**config.mk**
```make
export PLATFORM = sky130hd
export DESIGN_NAME = tcp_session_tracker_top
export DESIGN_NICKNAME = d
export VERILOG_FILES = /design/src/design/tst_pkg.sv /design/src/design/tst_fifo.sv /design/src/design/tst_front.sv /design/src/design/tst_back.sv /design/src/design/tcp_session_tracker_top.sv
export SDC_FILE = /design/constraint.sdc
export NUM_CORES = 1
export LEC_CHECK = 0
export BUFFER_PORTS_ARGS = -buffer_cell sky130_fd_sc_hd__buf_4
export CAP_MARGIN = 40
export CORE_UTILIZATION = 45
export CTS_BUF_LIST = sky130_fd_sc_hd__clkbuf_16
export DETAILED_ROUTE_END_ITERATION = 10
export PLACE_DENSITY = 0.69
export SLEW_MARGIN = 10
export SYNTH_ARGS = -nofsm -noshare
export SYNTH_HDL_FRONTEND = slang
export SYNTH_SLANG_ARGS = --single-unit
```
**constraint.sdc**
```tcl
create_clock -name i_clk -period 14.4 [get_ports i_clk]
set_input_delay 2.16 -clock i_clk [delete_from_list [all_inputs] [get_ports i_clk]]
set_output_delay 2.16 -clock i_clk [all_outputs]
set_load 0.05 [all_outputs]
```
**src/design/tst_pkg.sv**
```systemverilog
// Shared types, constants and helpers for the TCP session tracker.
`default_nettype none
package tst_pkg;

    localparam int TST_CLS_DEPTH = 4;
    localparam int TST_RES_DEPTH = 4;

    localparam int CFG_AW = 1;
    localparam int CFG_DW = 16;

    localparam logic [CFG_AW-1:0] REG_BYTE_CAP = 1'd0;
    localparam logic [CFG_AW-1:0] REG_TIMEOUT  = 1'd1;

    localparam logic [15:0] BYTE_CAP_RST = 16'd512;
    localparam logic [15:0] TIMEOUT_RST  = 16'd30;

    localparam logic [7:0] PROTO_TCP = 8'd6;

    localparam int NUM_SVC_PORTS = 7;
    localparam logic [15:0] SVC_PORTS [NUM_SVC_PORTS] = '{
        16'd21, 16'd23, 16'd110, 16'd109, 16'd143, 16'd513, 16'd106
    };

    typedef enum logic [2:0] {
        CLOSE_NONE    = 3'd0,
        CLOSE_CAP     = 3'd1,
        CLOSE_TIMEOUT = 3'd2,
        CLOSE_RESET   = 3'd3,
        CLOSE_FINISH  = 3'd4
    } t_close_reason;

    // Classified header, as handed from the front to the back.
    typedef struct packed {
        logic        is_tcp;
        logic        open_cand;
        logic        rst;
        logic        fin;
        logic        pay_nz;
        logic [31:0] src_addr;
        logic [31:0] dst_addr;
        logic [15:0] src_port;
        logic [15:0] dst_port;
        logic [15:0] payload_len;
        logic [31:0] now;
    } t_cls;

    typedef struct packed {
        logic          accept;
        logic          opened;
        t_close_reason reason;
    } t_result;

    function automatic logic is_service_port(input logic [15:0] port);
        logic hit;
        hit = 1'b0;
        for (int i = 0; i < NUM_SVC_PORTS; i++) begin
            if (SVC_PORTS[i] == port) begin
                hit = 1'b1;
            end
        end
        return hit;
    endfunction

endpackage
`default_nettype wire

```
**src/design/tst_fifo.sv**
```systemverilog
// Small register-based FIFO used for the tracker's header and result queues.
`default_nettype none
module tst_fifo #(
    parameter int DEPTH = 4,
    parameter int WIDTH = 1
) (
    input  wire logic             i_clk,
    input  wire logic             i_rst_n,
    input  wire logic             i_push,
    input  wire logic [WIDTH-1:0] i_data,
    output logic                  o_full,
    input  wire logic             i_pop,
    output logic      [WIDTH-1:0] o_data,
    output logic                  o_empty
);
    localparam int PW = (DEPTH > 1) ? $clog2(DEPTH) : 1;
    localparam int CW = $clog2(DEPTH + 1);
    localparam logic [PW-1:0] LAST  = PW'(DEPTH - 1);
    localparam logic [CW-1:0] FULLC = CW'(DEPTH);

    logic [WIDTH-1:0] r_mem [DEPTH];
    logic [PW-1:0]    r_wr_ptr, n_wr_ptr;
    logic [PW-1:0]    r_rd_ptr, n_rd_ptr;
    logic [CW-1:0]    r_count,  n_count;
    logic             do_push, do_pop;

    assign o_full  = (r_count == FULLC);
    assign o_empty = (r_count == '0);
    assign do_push = i_push && !o_full;
    assign do_pop  = i_pop && !o_empty;
    assign o_data  = r_mem[r_rd_ptr];

    always_comb begin
        n_wr_ptr = r_wr_ptr;
        n_rd_ptr = r_rd_ptr;
        n_count  = r_count;
        if (do_push) begin
            n_wr_ptr = (r_wr_ptr == LAST) ? '0 : r_wr_ptr + 1'b1;
        end
        if (do_pop) begin
            n_rd_ptr = (r_rd_ptr == LAST) ? '0 : r_rd_ptr + 1'b1;
        end
        if (do_push && !do_pop) begin
            n_count = r_count + 1'b1;
        end else if (do_pop && !do_push) begin
            n_count = r_count - 1'b1;
        end
    end

    always_ff @(posedge i_clk) begin
        if (!i_rst_n) begin
            r_wr_ptr <= '0;
            r_rd_ptr <= '0;
            r_count  <= '0;
        end else begin
            r_wr_ptr <= n_wr_ptr;
            r_rd_ptr <= n_rd_ptr;
            r_count  <= n_count;
        end
    end

    always_ff @(posedge i_clk) begin
        if (do_push) begin
            r_mem[r_wr_ptr] <= i_data;
        end
    end

endmodule
`default_nettype wire

```
**src/design/tst_front.sv**
```systemverilog
// Front stage: classify each incoming header before it is queued.
`default_nettype none
module tst_front import tst_pkg::*; (
    input  wire logic        i_push,
    input  wire logic [7:0]  i_protocol,
    input  wire logic [31:0] i_src_addr,
    input  wire logic [31:0] i_dst_addr,
    input  wire logic [15:0] i_src_port,
    input  wire logic [15:0] i_dst_port,
    input  wire logic        i_syn_flag,
    input  wire logic        i_rst_flag,
    input  wire logic        i_fin_flag,
    input  wire logic [15:0] i_payload_len,
    input  wire logic [31:0] i_now_seconds,
    output logic             o_cls_push,
    output t_cls             o_cls
);
    assign o_cls_push = i_push;

    always_comb begin
        o_cls.is_tcp      = (i_protocol == PROTO_TCP);
        o_cls.open_cand   = i_syn_flag && is_service_port(i_dst_port);
        o_cls.rst         = i_rst_flag;
        o_cls.fin         = i_fin_flag;
        o_cls.pay_nz      = (i_payload_len != '0);
        o_cls.src_addr    = i_src_addr;
        o_cls.dst_addr    = i_dst_addr;
        o_cls.src_port    = i_src_port;
        o_cls.dst_port    = i_dst_port;
        o_cls.payload_len = i_payload_len;
        o_cls.now         = i_now_seconds;
    end

endmodule
`default_nettype wire

```
**src/design/tst_back.sv**
```systemverilog
// Back stage: flow state, configuration registers and per-packet decision.
`default_nettype none
module tst_back import tst_pkg::*; (
    input  wire logic              i_clk,
    input  wire logic              i_rst_n,
    input  wire logic              i_cfg_wr_en,
    input  wire logic [CFG_AW-1:0] i_cfg_addr,
    input  wire logic [CFG_DW-1:0] i_cfg_wr_data,
    input  wire logic              i_cls_valid,
    input  wire t_cls              i_cls,
    output logic                   o_cls_pop,
    input  wire logic              i_res_full,
    output logic                   o_res_push,
    output t_result                o_res
);
    logic        r_active, n_active;
    logic [31:0] r_src_addr, n_src_addr;
    logic [31:0] r_dst_addr, n_dst_addr;
    logic [15:0] r_src_port, n_src_port;
    logic [15:0] r_dst_port, n_dst_port;
    logic [31:0] r_byte_count, n_byte_count;
    logic [31:0] r_start, n_start;
    logic [15:0] r_byte_cap;
    logic [15:0] r_timeout;

    logic        go;
    logic        cap_hit, to_hit, open_now, tuple_eq, match;
    logic [32:0] deadline;
    logic [31:0] base_count;
    logic [32:0] count_sum;

    assign go         = i_cls_valid && !i_res_full;
    assign o_cls_pop  = go;
    assign o_res_push = go;

    assign deadline   = {1'b0, r_start} + 33'(r_timeout);
    assign cap_hit    = r_active && (r_byte_count > 32'(r_byte_cap));
    assign to_hit     = r_active && ({1'b0, i_cls.now} > deadline);
    assign open_now   = !r_active && i_cls.open_cand;
    assign tuple_eq   = (r_src_addr == i_cls.src_addr) && (r_dst_addr == i_cls.dst_addr) &&
                        (r_src_port == i_cls.src_port) && (r_dst_port == i_cls.dst_port);
    // An opening packet matches the tuple it has just captured.
    assign match      = open_now || (r_active && tuple_eq);
    assign base_count = open_now ? '0 : r_byte_count;
    assign count_sum  = {1'b0, base_count} + 33'(i_cls.payload_len);

    always_comb begin
        n_active     = r_active;
        n_src_addr   = r_src_addr;
        n_dst_addr   = r_dst_addr;
        n_src_port   = r_src_port;
        n_dst_port   = r_dst_port;
        n_byte_count = r_byte_count;
        n_start      = r_start;
        o_res.accept = 1'b0;
        o_res.opened = 1'b0;
        o_res.reason = CLOSE_NONE;
        if (i_cls.is_tcp) begin
            priority if (cap_hit) begin
                o_res.reason = CLOSE_CAP;
                n_active     = 1'b0;
            end else if (to_hit) begin
                o_res.reason = CLOSE_TIMEOUT;
                n_active     = 1'b0;
            end else begin
                if (open_now) begin
                    o_res.opened = 1'b1;
                    n_active     = 1'b1;
                    n_src_addr   = i_cls.src_addr;
                    n_dst_addr   = i_cls.dst_addr;
                    n_src_port   = i_cls.src_port;
                    n_dst_port   = i_cls.dst_port;
                    n_byte_count = '0;
                    n_start      = i_cls.now;
                end
                if (match) begin
                    priority if (i_cls.rst) begin
                        o_res.reason = CLOSE_RESET;
                        n_active     = 1'b0;
                    end else if (i_cls.fin) begin
                        o_res.reason = CLOSE_FINISH;
                        n_active     = 1'b0;
                    end else if (i_cls.pay_nz) begin
                        o_res.accept = 1'b1;
                        n_byte_count = count_sum[32] ? '1 : count_sum[31:0];
                    end else begin
                        // Empty payload: hold the count, deliver nothing.
                        o_res.accept = 1'b0;
                    end
                end
            end
        end
    end

    // Flow fields are only read while the flow is active, so only the
    // active flag needs a reset.
    always_ff @(posedge i_clk) begin
        if (!i_rst_n) begin
            r_active <= 1'b0;
        end else if (go) begin
            r_active <= n_active;
        end
    end

    always_ff @(posedge i_clk) begin
        if (go) begin
            r_src_addr   <= n_src_addr;
            r_dst_addr   <= n_dst_addr;
            r_src_port   <= n_src_port;
            r_dst_port   <= n_dst_port;
            r_byte_count <= n_byte_count;
            r_start      <= n_start;
        end
    end

    always_ff @(posedge i_clk) begin
        if (!i_rst_n) begin
            r_byte_cap <= BYTE_CAP_RST;
            r_timeout  <= TIMEOUT_RST;
        end else if (i_cfg_wr_en) begin
            unique case (i_cfg_addr)
                REG_BYTE_CAP: r_byte_cap <= i_cfg_wr_data;
                REG_TIMEOUT:  r_timeout  <= i_cfg_wr_data;
                default:      ;
            endcase
        end
    end

endmodule
`default_nettype wire

```
**src/design/tcp_session_tracker_top.sv**
```systemverilog
// Top level of the TCP session tracker: front, queues and back stage.
`default_nettype none
// Tracks a single TCP flow from a stream of parsed packet headers and gives
// exactly one result transaction (accept, opened, close_reason) per header
// transaction, in order. The input side looks like a queue: drive push with
// the header fields and the header is taken on a clock edge with full low.
// The result side is a queue too: while empty is low the oldest result sits
// on the result ports, and pop takes it. One header is taken per cycle while
// full is low; its result reaches the result queue through the header queue
// and the back stage. The rate is set by the back stage, which reads and
// updates the flow state (tuple compare, cap and timeout check, saturating
// byte count add) once per header. A queue of QUEUE_DEPTH classified headers
// sits between the classifier and the back stage, and RESULT_DEPTH results
// are buffered at the output, so input and output stall independently; a
// stalled result side backs up into full once both queues fill. Register 0
// is the byte cap (reset 512) and register 1 the timeout in seconds (reset
// 30); write them only while no header is in flight.
module tcp_session_tracker_top import tst_pkg::*; #(
    parameter int QUEUE_DEPTH  = TST_CLS_DEPTH,
    parameter int RESULT_DEPTH = TST_RES_DEPTH
) (
    input  wire logic              i_clk,
    input  wire logic              i_rst_n,
    // configuration write port
    input  wire logic              i_cfg_wr_en,
    input  wire logic [CFG_AW-1:0] i_cfg_addr,
    input  wire logic [CFG_DW-1:0] i_cfg_wr_data,
    // header input
    input  wire logic              push,
    output logic                   full,
    input  wire logic [7:0]        i_protocol,
    input  wire logic [31:0]       i_src_addr,
    input  wire logic [31:0]       i_dst_addr,
    input  wire logic [15:0]       i_src_port,
    input  wire logic [15:0]       i_dst_port,
    input  wire logic              i_syn_flag,
    input  wire logic              i_rst_flag,
    input  wire logic              i_fin_flag,
    input  wire logic [15:0]       i_payload_len,
    input  wire logic [31:0]       i_now_seconds,
    // result output
    output logic                   empty,
    input  wire logic              pop,
    output logic                   o_accept,
    output logic                   o_opened,
    output logic [2:0]             o_close_reason
);
    logic    cls_push, cls_empty, cls_pop;
    t_cls    cls_in, cls_out;
    logic    res_push, res_full;
    t_result res_in, res_out;

    // Classify each header as it arrives.
    tst_front u_front (
        .i_push        (push),
        .i_protocol    (i_protocol),
        .i_src_addr    (i_src_addr),
        .i_dst_addr    (i_dst_addr),
        .i_src_port    (i_src_port),
        .i_dst_port    (i_dst_port),
        .i_syn_flag    (i_syn_flag),
        .i_rst_flag    (i_rst_flag),
        .i_fin_flag    (i_fin_flag),
        .i_payload_len (i_payload_len),
        .i_now_seconds (i_now_seconds),
        .o_cls_push    (cls_push),
        .o_cls         (cls_in)
    );

    // Hold classified headers until the back stage can take them.
    tst_fifo #(
        .DEPTH (QUEUE_DEPTH),
        .WIDTH ($bits(t_cls))
    ) u_cls_q (
        .i_clk   (i_clk),
        .i_rst_n (i_rst_n),
        .i_push  (cls_push),
        .i_data  (cls_in),
        .o_full  (full),
        .i_pop   (cls_pop),
        .o_data  (cls_out),
        .o_empty (cls_empty)
    );

    // Advance the flow state one header per cycle while results have room.
    tst_back u_back (
        .i_clk         (i_clk),
        .i_rst_n       (i_rst_n),
        .i_cfg_wr_en   (i_cfg_wr_en),
        .i_cfg_addr    (i_cfg_addr),
        .i_cfg_wr_data (i_cfg_wr_data),
        .i_cls_valid   (!cls_empty),
        .i_cls         (cls_out),
        .o_cls_pop     (cls_pop),
        .i_res_full    (res_full),
        .o_res_push    (res_push),
        .o_res         (res_in)
    );

    // Buffer results so a stalled consumer does not stop the back stage at once.
    tst_fifo #(
        .DEPTH (RESULT_DEPTH),
        .WIDTH ($bits(t_result))
    ) u_res_q (
        .i_clk   (i_clk),
        .i_rst_n (i_rst_n),
        .i_push  (res_push),
        .i_data  (res_in),
        .o_full  (res_full),
        .i_pop   (pop),
        .o_data  (res_out),
        .o_empty (empty)
    );

    assign o_accept       = res_out.accept;
    assign o_opened       = res_out.opened;
    assign o_close_reason = res_out.reason;

`ifndef NO_ASSERTIONS
    // The back stage must never produce a result without a queued header.
    a_pop_nonempty: assert property (@(posedge i_clk) disable iff (!i_rst_n)
        res_push |-> !cls_empty)
        else $error("back stage consumed from an empty header queue");

    // The back stage must stall while the result queue is full.
    a_no_res_overflow: assert property (@(posedge i_clk) disable iff (!i_rst_n)
        res_full |-> !res_push)
        else $error("result pushed into a full result queue");

    // A delivered payload never comes with a close.
    a_accept_no_close: assert property (@(posedge i_clk) disable iff (!i_rst_n)
        (!empty && o_accept) |-> (o_close_reason == CLOSE_NONE))
        else $error("accepted packet also reports a close");

    // An opening packet can only close by reset or finish, never by cap or timeout.
    a_open_close: assert property (@(posedge i_clk) disable iff (!i_rst_n)
        (!empty && o_opened) |->
            (o_close_reason != CLOSE_CAP && o_close_reason != CLOSE_TIMEOUT))
        else $error("opening packet reports a cap or timeout close");
`endif

endmodule
`default_nettype wire

```
# Word-level counts from Yosys, hierarchy flattened
# Memories as Yosys holds them, arrays and structs flattened. A register that Yosys moved wholly into a read port is not among the register bits.
# Index checks and enable logic that the tools add are counted.
# Widths: inputs -> output; s select.
# classes
magnitude_cmp	2
n_mux	48
bitwise_logic	3
n_addsub	10
n_eq_ne	18
n_reduce_logical	37
# op_table
operator	n
$mux 32	6
$add 32x16->33	2
$eq 32x32->1	2
$eq 7x16->1 const A	3
$gt 32x33->1	1
$eq 16x16->1	2
$eq 5x16->1 const A	2
$gt 32x16->1	1
$mux 3	9
$mux 1	22
$mux 2	10
$logic_and 1x1->1	17
$eq 10x16->1 const A	1
$eq 8x16->1 const A	1
$reduce_bool 16->1	1
$logic_not 1->1	9
$add 2x1->2 const B	4
$eq 2x2->1 const B	4
$eq 8x3->1 const B	1
$add 3x1->3 const B	2
$eq 3x3->1 const B	2
$logic_not 3->1	2
$reduce_and 2->1	3
$sub 3x1->3 const B	2
6 further kinds	9
# totals
in_bits	177
regBits	207
ramBits	616
mem_count	2
elab_cells	135
# mem_list
memory	depth	width	rd	rd_ports_with_merged_regs	write_ports	line	rtl
u_cls_q.r_mem	4	149	1	1	1	tst_fifo.sv:21	logic [WIDTH-1:0] r_mem [DEPTH];
u_res_q.r_mem	4	5	1	1	1	tst_fifo.sv:21	

# Longest topological paths before layout
# Gate-level depths: netlist (run 1).
# logic_depth
depth_word	10
depth_mapped	22
mapped_depth_nobuf	21

# By module
# From an unflattened synthesis (run 1), not the netlist that was laid out.
# unflattened
hier_cells	2092
area_unflattened_um2	35599.1
# modules_own_cells
mod	n_inst	area_each_um2	seq_area_each_um2	cells_per_inst
tst_fifo at u_cls_q	1	21979.8	18077.3	830
tst_back	1	11143.2	5465.2	1011
tst_front	1	1272.5	0.0	173
tst_fifo at u_res_q	1	1199.9	780.7	77
tcp_session_tracker_top	1	3.8	0.0	1

# Worst setup path before layout (run 1)
# OpenSTA, ideal clock, no wires.
# synth_path
kind	register to register
start	register u_back.r_start[1]
end	register u_back.r_dst_addr[0] (enable)
arrival_ns	12.570
slack_ns	1.059
n_path_buf	0
path_stages_with_launch	20
required_time_ns	13.629
cell_sequence	edfxtp_1 -> ha_1 -> a21o_1 -> a21oi_1 -> o21bai_1 -> a2111oi_0 -> o21bai_1 -> a21o_1 -> a31oi_1 -> nor3b_1 -> xnor2_1 -> ha_1 -> nor2b_1 -> o21ai_0 -> nand3b_1 -> a211oi_1 -> a31oi_1 -> o41ai_1 -> nand3_1 -> nor3_1
# synth_between
elab_chain_len	5
# synth_rtl
item	line	rtl
start: declaration	tst_back.sv:22	logic [31:0] r_start, n_start;
start signal: assignment	tst_back.sv:112	r_start <= n_start;
$add 32x16->33	tst_back.sv:36	assign deadline = {1'b0, r_start} + 33'(r_timeout);
$gt 32x33->1	tst_back.sv:38	assign to_hit = r_active && ({1'b0, i_cls.now} > deadline);
$logic_and 1x1->1	tst_back.sv:38	
$not 1->1 (no source line)	-	
$reduce_and 5->1 (no source line)	-	
end signal: assignment	tst_back.sv:108	r_dst_addr <= n_dst_addr;
end: declaration	tst_back.sv:18	logic [31:0] r_dst_addr, n_dst_addr;
# Every way passes these cells.
# A chain may end at the register's enable or synchronous reset.

# Worst setup path after layout (run 1)
# layout_path
start	register u_back.r_start[1]
end	register u_back.r_dst_addr[11] (enable)
# The elaborated chain is that of the path after synthesis.

==> qor.csv, run 1 <==
stage;metric;value;unit
synthesis;synth_area_leaders;edfxtp_1 (67%), mux4_2 (8.6%), ha_1 (3.3%);
route;avgRoutedWirePerCell;22.0;µm
grt;grt_pass1_wl;115;mm
finish;multi_input_area;10100;µm²
timing;tns;0;ns
route;dr.pass1.iters;5;
timing;fin_crit_sh;49.5;%
placement;dp_hpwl;50.1;mm
power_and_ir_drop;max-vdd-ir-drop;0.122;mV
synthesis;synth_edf_count;776;
critical_path;slowest_stage;buf_4;
synthesis;ys_ff_latch;827;
hold_path;worstHoldStart;u_back.r_byte_cap[14];
critical_path;cp-start-kind;flip-flop;
power_and_ir_drop;power.density;192;nW/µm²
timing;slew_violations;0;
clocking;ctsResizeCount;0;
power_and_ir_drop;p_leak;13.8;nW
floorplan;dieArea;78700;µm²
critical_path;r2r_setup_slack;7.28;ns
timing;relSlewSlack;43.4;%
synthesis;yosysTopAreaCellShare;66.7;%
timing;max_freq;140;MHz
synthesis;ys_types;85;
grt;grtUsageTotal;19.3;%
clocking;cts_hold_buf;0;
clocking;clk_pin_slew;0.06;ns
placement;io_buffer_count;183;
clocking;clk_latency;0.65;ns
placement;dp_slack;7.36;ns
critical_path;startpoint;u_back.r_start[1];
critical_path;r2r-start;u_back.r_start[1];
clocking;clockBufferDepth;3;
finish;area_growth;16.0;%
critical_path;worstPathMaxFanout;53;
finish;seqCellArea;24300;µm²
timing;finalSetupViolations;0;
outcome;outcome;complete, no violations;
synthesis;synthCells;2049;
critical_path;worst_setup_path_end_kind;flip-flop;
finish;design_area;40500;µm²
grt;grt_max_degree;54;
route;viasPerCell;5.57;
critical_path;cp_cell_sequence;ha_1 > a21o_1 > a21oi_1 > o21bai_1 > a2111oi_0 > o21bai_1 > a21o_1 > a31oi_1 > nor2_1 > xnor2_1 > ha_1 > nand4_1 > nor4_1 > nand3_1 > o211ai_1 > a31oi_1 > o41ai_1 > clkdlybuf4s15_2 > nand3_1 > nor3_2 > buf_4 > buf_4 > buf_16;
route;wl;74.5;mm
grt;antenna_found_initial;7;
critical_path;required;14.71;ns
synthesis;seq_area_frac_synth;69.6;%
hold_path;hold_path_class;reg2reg;
clocking;post_cts_buffers;0;
finish;layout-drive-gt1-share;21.2;%
hold_path;whs_path_depth;2;
placement;dpl_cell_area;37800;µm²
critical_path;crit_buf_inv;4;
clocking;cts_tree;built;
timing;skew;0.0285;ns
critical_path;crit_type;reg2reg;
hold_path;min_to;u_back.r_byte_cap[14];
critical_path;r2r-end;u_back.r_dst_addr[11];
critical_path;cp.arrival;7.43;ns
critical_path;cp_top_family;compound AO/OA/AOI/OAI gates;
finish;utilization;53.1;%
run;max_cap_violations;0;
synthesis;syn_nets;2322;
floorplan;row_count;101;
synthesis;yosysTopAreaCell;edfxtp_1;
placement;gp_congestion;0.896;
clocking;numCtsBuffers;85;
route;post-route-drc-count;0;
synthesis;synth_area_per_cell;17.0;µm²
timing;setup_slack;7.28;ns
clocking;cts_max_level;3;
synthesis;synth-async-reset-ratio;0;%
floorplan;core-area;76300;µm²
clocking;clock_sinks;827;
floorplan;start_util;45.8;%
finish;final_nets;2563;
grt;grt_pass1_vias;19800;
critical_path;cp_slowest_stage_delay;0.64;ns
timing;layout_min_cycle_time;7.12;ns
synthesis;syn_area;34900;µm²
finish;diodes;0;
finish;final.fill_count;6080;
route;ant_nets;0;
clocking;cts_root_buf;clkbuf_16;
timing;rsz0062_at_grt;no;
grt;overflow;0;
timing;worst_slew_pin_slew;0.847;ns
floorplan;die_h;281;µm
critical_path;worst-r2r-cell-count;23;
floorplan;die_x;281;µm
placement;dp_cells;3232;
finish;finalNonFillerCells;3389;
synthesis;synth_ff_type;edfxtp_1;
route;drt_iter0_drc;1444;
timing;hold_violations;0;
route;vias;18900;
synthesis;yosysWarnings;0;
floorplan;ios;184;
## worst register-to-register path, delay by kind of cell, from the launching register on
family | cells | cell delay (ns)
AO/OA/AOI/OAI | 10 | 2.55
XOR/XNOR | 1 | 0.16
adder cells (fa/ha/maj) | 2 | 0.61
buffers and inverters | 4 | 1.81
flip-flops | 1 | 0.42
AND/OR/NAND/NOR | 6 | 1.17
## stage by stage
| stage | hold slack (ns) | power [mW] |
|---|---|---|
| floorplan | 0.443 | 5.05 |
| global placement | 0.463 | 5.58 |
| detailed placement | 0.462 | 5.71 |
| CTS | 0.471 | 7.86 |
| global route | 0.490 | 8.19 |
| finish | 0.472 | 7.77 |
## cell usage after synthesis (5+ instances only)
master	number
edfxtp_1	776
mux4_2	133
nand2_1	124
ha_1	92
xnor2_1	91
mux2i_1	80
inv_1	59
a21oi_1	55
nor2_1	53
dfxtp_1	51
a21boi_0	33
and2_1	33
o21ai_0	32
nand3_1	31
xor2_1	31
nand4_1	30
clkbuf_1	25
a21o_1	24
buf_2	24
nor2b_1	24
nor3_1	20
nor4_1	19
and3_1	12
o22ai_1	12
o21ai_1	11
mux2_2	9
nand2b_1	8
o211ai_1	8
o21bai_1	8
a31oi_1	7
a211oi_1	6
and4_1	6
o21a_1	6
o221ai_1	6
o2bb2ai_1	6
a221oi_1	5
buf_1	5
buf_4	5
o2111ai_1	5
o31ai_1	5
or3_1	5
## per-layer routing
layer  GRT usage, %  part of all wire (%)  routed length, µm
met1           24.1                    40              30100
met2           33.2                    50              37300
met3           4.17                   6.1               4540
met4           6.68                   3.2               2410
met5              0                  0.13                 95
## layout make-up
| cell class | instances | area share (%) |
|---|---|---|
| Sequential cell | 827 | 60.0 |
| Multi-Input combinational cell | 1098 | 24.9 |
| Clock buffer | 85 | 5.25 |
| Timing Repair Buffer | 217 | 4.62 |
| Tap cell | 1030 | 3.18 |
| Clock inverter | 71 | 1.49 |
| Inverter | 61 | 0.565 |
## report_power, final
part | switching [mW] | internal, mW | total [mW]
registers | 0.195 | 3.08 | 3.27
logic | 1.33 | 1.04 | 2.37
clock network | 0.920 | 1.21 | 2.13
## cell usage in the layout (no fill, tap or decap), drive strengths merged, types with 34 or more instances in the layout
master	n
edfxtp	776
inv	81
mux2i	80
clkbuf	85
a21oi	55
o21ai	43
nand2	125
mux4	133
and2	34
buf	216
nor2	54
dfxtp	51
xnor2	91
ha	92
a21boi	34
clkinv	42
## state kept, by name, summed over array words and instances (netlist names), named ones only
register,flops
u_cls_q.r_mem,596
u_cls_q.r_wr_ptr,2
u_back.r_byte_count,32
u_back.r_active,1
u_res_q.r_rd_ptr,2
u_back.r_src_port,16
u_back.r_byte_cap,16
u_res_q.r_wr_ptr,2
u_back.r_dst_port,16
u_res_q.r_count,3
u_back.r_start,32
u_cls_q.r_count,3
u_back.r_dst_addr,32
u_cls_q.r_rd_ptr,2
u_res_q.r_mem,20
u_back.r_timeout,16
u_back.r_src_addr,32
## worst max-delay path by stage
stage          cells after the start                     to
5_1_grt                           23  u_back.r_dst_addr[11]
4_1_cts                           23  u_back.r_dst_addr[11]
2_1_floorplan                     19   u_back.r_dst_addr[0]
3_5_place_dp                      23   u_back.r_src_port[9]
6_report                          23  u_back.r_dst_addr[11]
3_3_place_gp                      21  u_back.r_src_addr[30]
## logic make-up after synthesis
| family | share of synthesized area (%) |
|---|---|
| and+or+nand+nor | 5.91 |
| adders and majority gates | 3.52 |
| DFF | 69.6 |
| AOI/OAI and AO/OA | 5.16 |
| muxes | 11.2 |
| buffers and inverters | 1.56 |
| xor gates and xnor gates | 3.06 |
Power figures use the tool's default switching activity.
==> run 2: changes to the inputs <==
--- a/config.mk
+++ b/config.mk
@@ -5,12 +5,13 @@
 export SDC_FILE = /design/constraint.sdc
 export NUM_CORES = 1
 export LEC_CHECK = 0
+export ABC_AREA = 1
 export BUFFER_PORTS_ARGS = -buffer_cell sky130_fd_sc_hd__buf_4
 export CAP_MARGIN = 40
 export CORE_UTILIZATION = 45
 export CTS_BUF_LIST = sky130_fd_sc_hd__clkbuf_16
 export DETAILED_ROUTE_END_ITERATION = 10
-export PLACE_DENSITY = 0.69
+export PLACE_DENSITY = 0.67
 export SLEW_MARGIN = 10
 export SYNTH_ARGS = -nofsm -noshare
 export SYNTH_HDL_FRONTEND = slang
==> constraint.sdc (replaced) <==
create_clock -name i_clk -period 7.3 [get_ports i_clk]
set_input_delay 1.095 -clock i_clk [delete_from_list [all_inputs] [get_ports i_clk]]
set_output_delay 1.095 -clock i_clk [all_outputs]
set_load 0.05 [all_outputs]
==> run 2 against run 1 <==
  * Critical path type unchanged
  * Combinational power is 150% higher
  * Cell count rose by 38%
  * Wire length rose by 16%
  * Clock skew up 0.0074 ns
  * Largest cell class unchanged
  * Non-clock buffer count decreased by 8
==> qor.csv, run 2 <==
stage;metric;value;unit;change
placement;dp_cells;4514;;+40%
grt;grt_pass1_wl;133;mm;+16%
clocking;cts_hold_buf;0;;unchanged
clocking;post_cts_buffers;0;;unchanged
synthesis;seq_area_frac_synth;66.4;%;-3.2 points
route;wl;86.5;mm;+16%
synthesis;synthCells;3367;;+64%
critical_path;required;7.67;ns;-7.04 ns
synthesis;synth_area_leaders;edfxtp_1 (64%), nand2_1 (9.3%), nand3_1 (4.0%);;
clocking;cts_root_buf;clkbuf_16;;
placement;io_buffer_count;183;;unchanged
outcome;outcome;complete, no violations;;
timing;skew;0.0359;ns;+0.00742 ns
power_and_ir_drop;finalPower;16.9;mW;+120%
grt;antenna_found_initial;9;;+2
timing;fin_crit_sh;76.0;%;+27 points
finish;design_area;41900;µm²;+3.3%
synthesis;synth_most_common_cell;nand2_1;;
route;ant_nets;0;;unchanged
finish;layout_commonest_cell;nand2_1;;
critical_path;cp-start-kind;flip-flop;;
synthesis;yosysWarnings;0;;unchanged
synthesis;syn_area;36600;µm²;+4.8%
clocking;clockBufferDepth;3;;unchanged
synthesis;yosysTopAreaCell;edfxtp_1;;
floorplan;dieArea;82500;µm²;+4.8%
timing;worst_slew_pin_slew;1.44;ns;+0.588 ns
route;viasPerCell;5.29;;-5.1%
power_and_ir_drop;p_leak;16.4;nW;+19%
route;dr_wl_met2;42.4;mm;+14%
clocking;cts_tree;built;;
timing;finalSetupViolations;0;;unchanged
synthesis;netlist_top_cells_count;nand2_1 (910), edfxtp_1 (776), nand3_1 (292);;
finish;finalNonFillerCells;4674;;+38%
timing;setup_slack;1.75;ns;-5.53 ns
route;dr.pass1.iters;5;;unchanged
clocking;ctsResizeCount;0;;unchanged
floorplan;start_util;45.5;%;-0.30 points
placement;dpl_cell_area;39000;µm²;+3.3%
grt;grt_max_degree;181;;+240%
hold_path;hold_path_class;reg2reg;;
synthesis;synth-async-reset-ratio;0;%;unchanged
finish;largest_register;u_cls_q.r_mem;;
clocking;numCtsBuffers;85;;unchanged
synthesis;synth_edf_count;776;;unchanged
floorplan;ios;184;;unchanged
timing;relSlewSlack;4.29;%;-39 points
clocking;clk_pin_slew;0.06;ns;about the same
grt;grt_pass1_vias;23700;;+20%
timing;max_freq;180;MHz;+28%
critical_path;worstPathMaxFanout;180;;+240%
clocking;clock_sinks;827;;unchanged
route;drt_iter0_drc;1752;;+21%
synthesis;synth_area_per_cell;10.9;µm²;-36%
floorplan;die_h;287;µm;+2.4%
timing;layout_min_cycle_time;5.55;ns;-1.57 ns
grt;grtUsageTotal;20.9;%;+1.6 points
clocking;cts_max_level;3;;unchanged
finish;largest_reg_flops;596;;unchanged
floorplan;die_x;287;µm;+2.4%
route;routed.top_layer;met5;;
route;met1Wirelength;37.0;mm;+23%
clocking;clk_latency;0.66;ns;about the same
synthesis;ys_ff_latch;827;;unchanged
timing;slew_violations;0;;unchanged
route;post-route-drc-count;0;;unchanged
finish;final_nets;3814;;+49%
placement;dp_slack;1.90;ns;-5.46 ns
floorplan;row_count;104;;+3.0%
run;max_cap_violations;0;;unchanged
critical_path;worst_setup_path_end_kind;flip-flop;;
timing;hold_violations;0;;unchanged
critical_path;crit_type;reg2reg;;
route;wl_met3;5.13;mm;+13%
synthesis;yosysTopAreaCellShare;63.6;%;-3.1 points
critical_path;cp.arrival;5.92;ns;-1.51 ns
placement;dp_hpwl;53.7;mm;+7.2%
power_and_ir_drop;max-vdd-ir-drop;0.230;mV;+89%
finish;layout_common_cells;nand2_1 (910), edfxtp_1 (776), nand3_1 (292);;
route;avgRoutedWirePerCell;18.5;µm;-16%
synthesis;synth_ff_type;edfxtp_1;;
critical_path;worst-r2r-cell-count;15;;-35%
finish;area_growth;14.4;%;
synthesis;ys_types;45;;-47%
hold_path;whs_path_depth;2;;unchanged
finish;layout-drive-gt1-share;9.60;%;-12 points
grt;overflow;0;;unchanged
timing;rsz0062_at_grt;no;;
synthesis;syn_nets;3640;;+57%
power_and_ir_drop;power.density;404;nW/µm²;+110%
floorplan;core-area;80500;µm²;+5.5%
placement;gp_congestion;0.903;;+0.87%
route;vias;24700;;+31%
[run 2: critical path, stage by stage, from the launching register on]
cell and delay, ns:
dfxtp_4 0.81, inv_8 0.40, buf_12 0.32, nand2_1 0.27, nand3_1 0.12, nand2_1 0.23
inv_1 0.09, nand2_1 0.07, nand3_1 0.07, nor2_1 0.12, nand2_1 0.06, nor2_1 0.08
nand3_1 0.26, o21bai_4 0.79, nand2_2 0.40, nor3_1 0.53
[run 2: layer usage]
layer / track usage [%] / vias to the layer above
met5: 0 / -
met4: 5.70 / 14
met3: 4.06 / 142
met2: 35.8 / 690
met1: 26.9 / 11800
li1: - / 12000
[run 2: logic make-up (layout without fill, tap and decap cells)]
family	count (synthesis)	in the layout	synth area share, %
buffers and inverters	403	649	4.72
AOI/OAI and AO/OA	404	404	6.02
xor gates and xnor gates	60	60	1.43
DFF	827	827	66.4
adders and majority gates	96	96	3.36
and+or+nand+nor	1577	1577	18.1
other	0	1	0
[run 2: area by class of cell]
| class | count | area, µm² |
|---|---|---|
| clock buffers | 86 | 2150 |
| inverters | 281 | 1070 |
| repair buffers | 209 | 1680 |
| fillers | 6885 | 38700 |
| flip-flops and latches | 827 | 24300 |
| diodes | 1 | 2.50 |
| clock inverters | 73 | 718 |
| multi-input cells | 2137 | 10600 |
| well taps | 1060 | 1330 |
[run 2: path summary, 6_finish.rpt]
check                                           from                   end  slack [ns]
worst max-delay path                       flip-flop   u_res_q.r_mem[1][4]        1.75
worst max register to register             flip-flop   u_res_q.r_mem[1][4]        1.75
worst min-delay path            u_back.r_byte_cap[3]  u_back.r_byte_cap[3]        0.47
worst min register to register  u_back.r_byte_cap[3]  u_back.r_byte_cap[3]        0.47
[run 2: power breakdown]
| part | leakage (nW) | switching [mW] | internal, mW | total, mW |
|---|---|---|---|---|
| Sequential | 7.54 | 0.400 | 6.28 | 6.68 |
| Clock | 1.43 | 1.86 | 2.56 | 4.42 |
| Combinational | 7.48 | 4.00 | 1.84 | 5.84 |
| Total | 16.4 | 6.26 | 10.7 | 16.9 |
[run 2: metrics by stage]
step	utilization [%]	setup TNS, ns	hold slack (ns)
after floorplan	-	-552.17	0.435
after global placement	48.4	0	0.451
after detailed placement	48.4	0	0.457
after CTS	52.0	0	0.465
after global routing	52.0	0	0.482
final	52.0	0	0.467
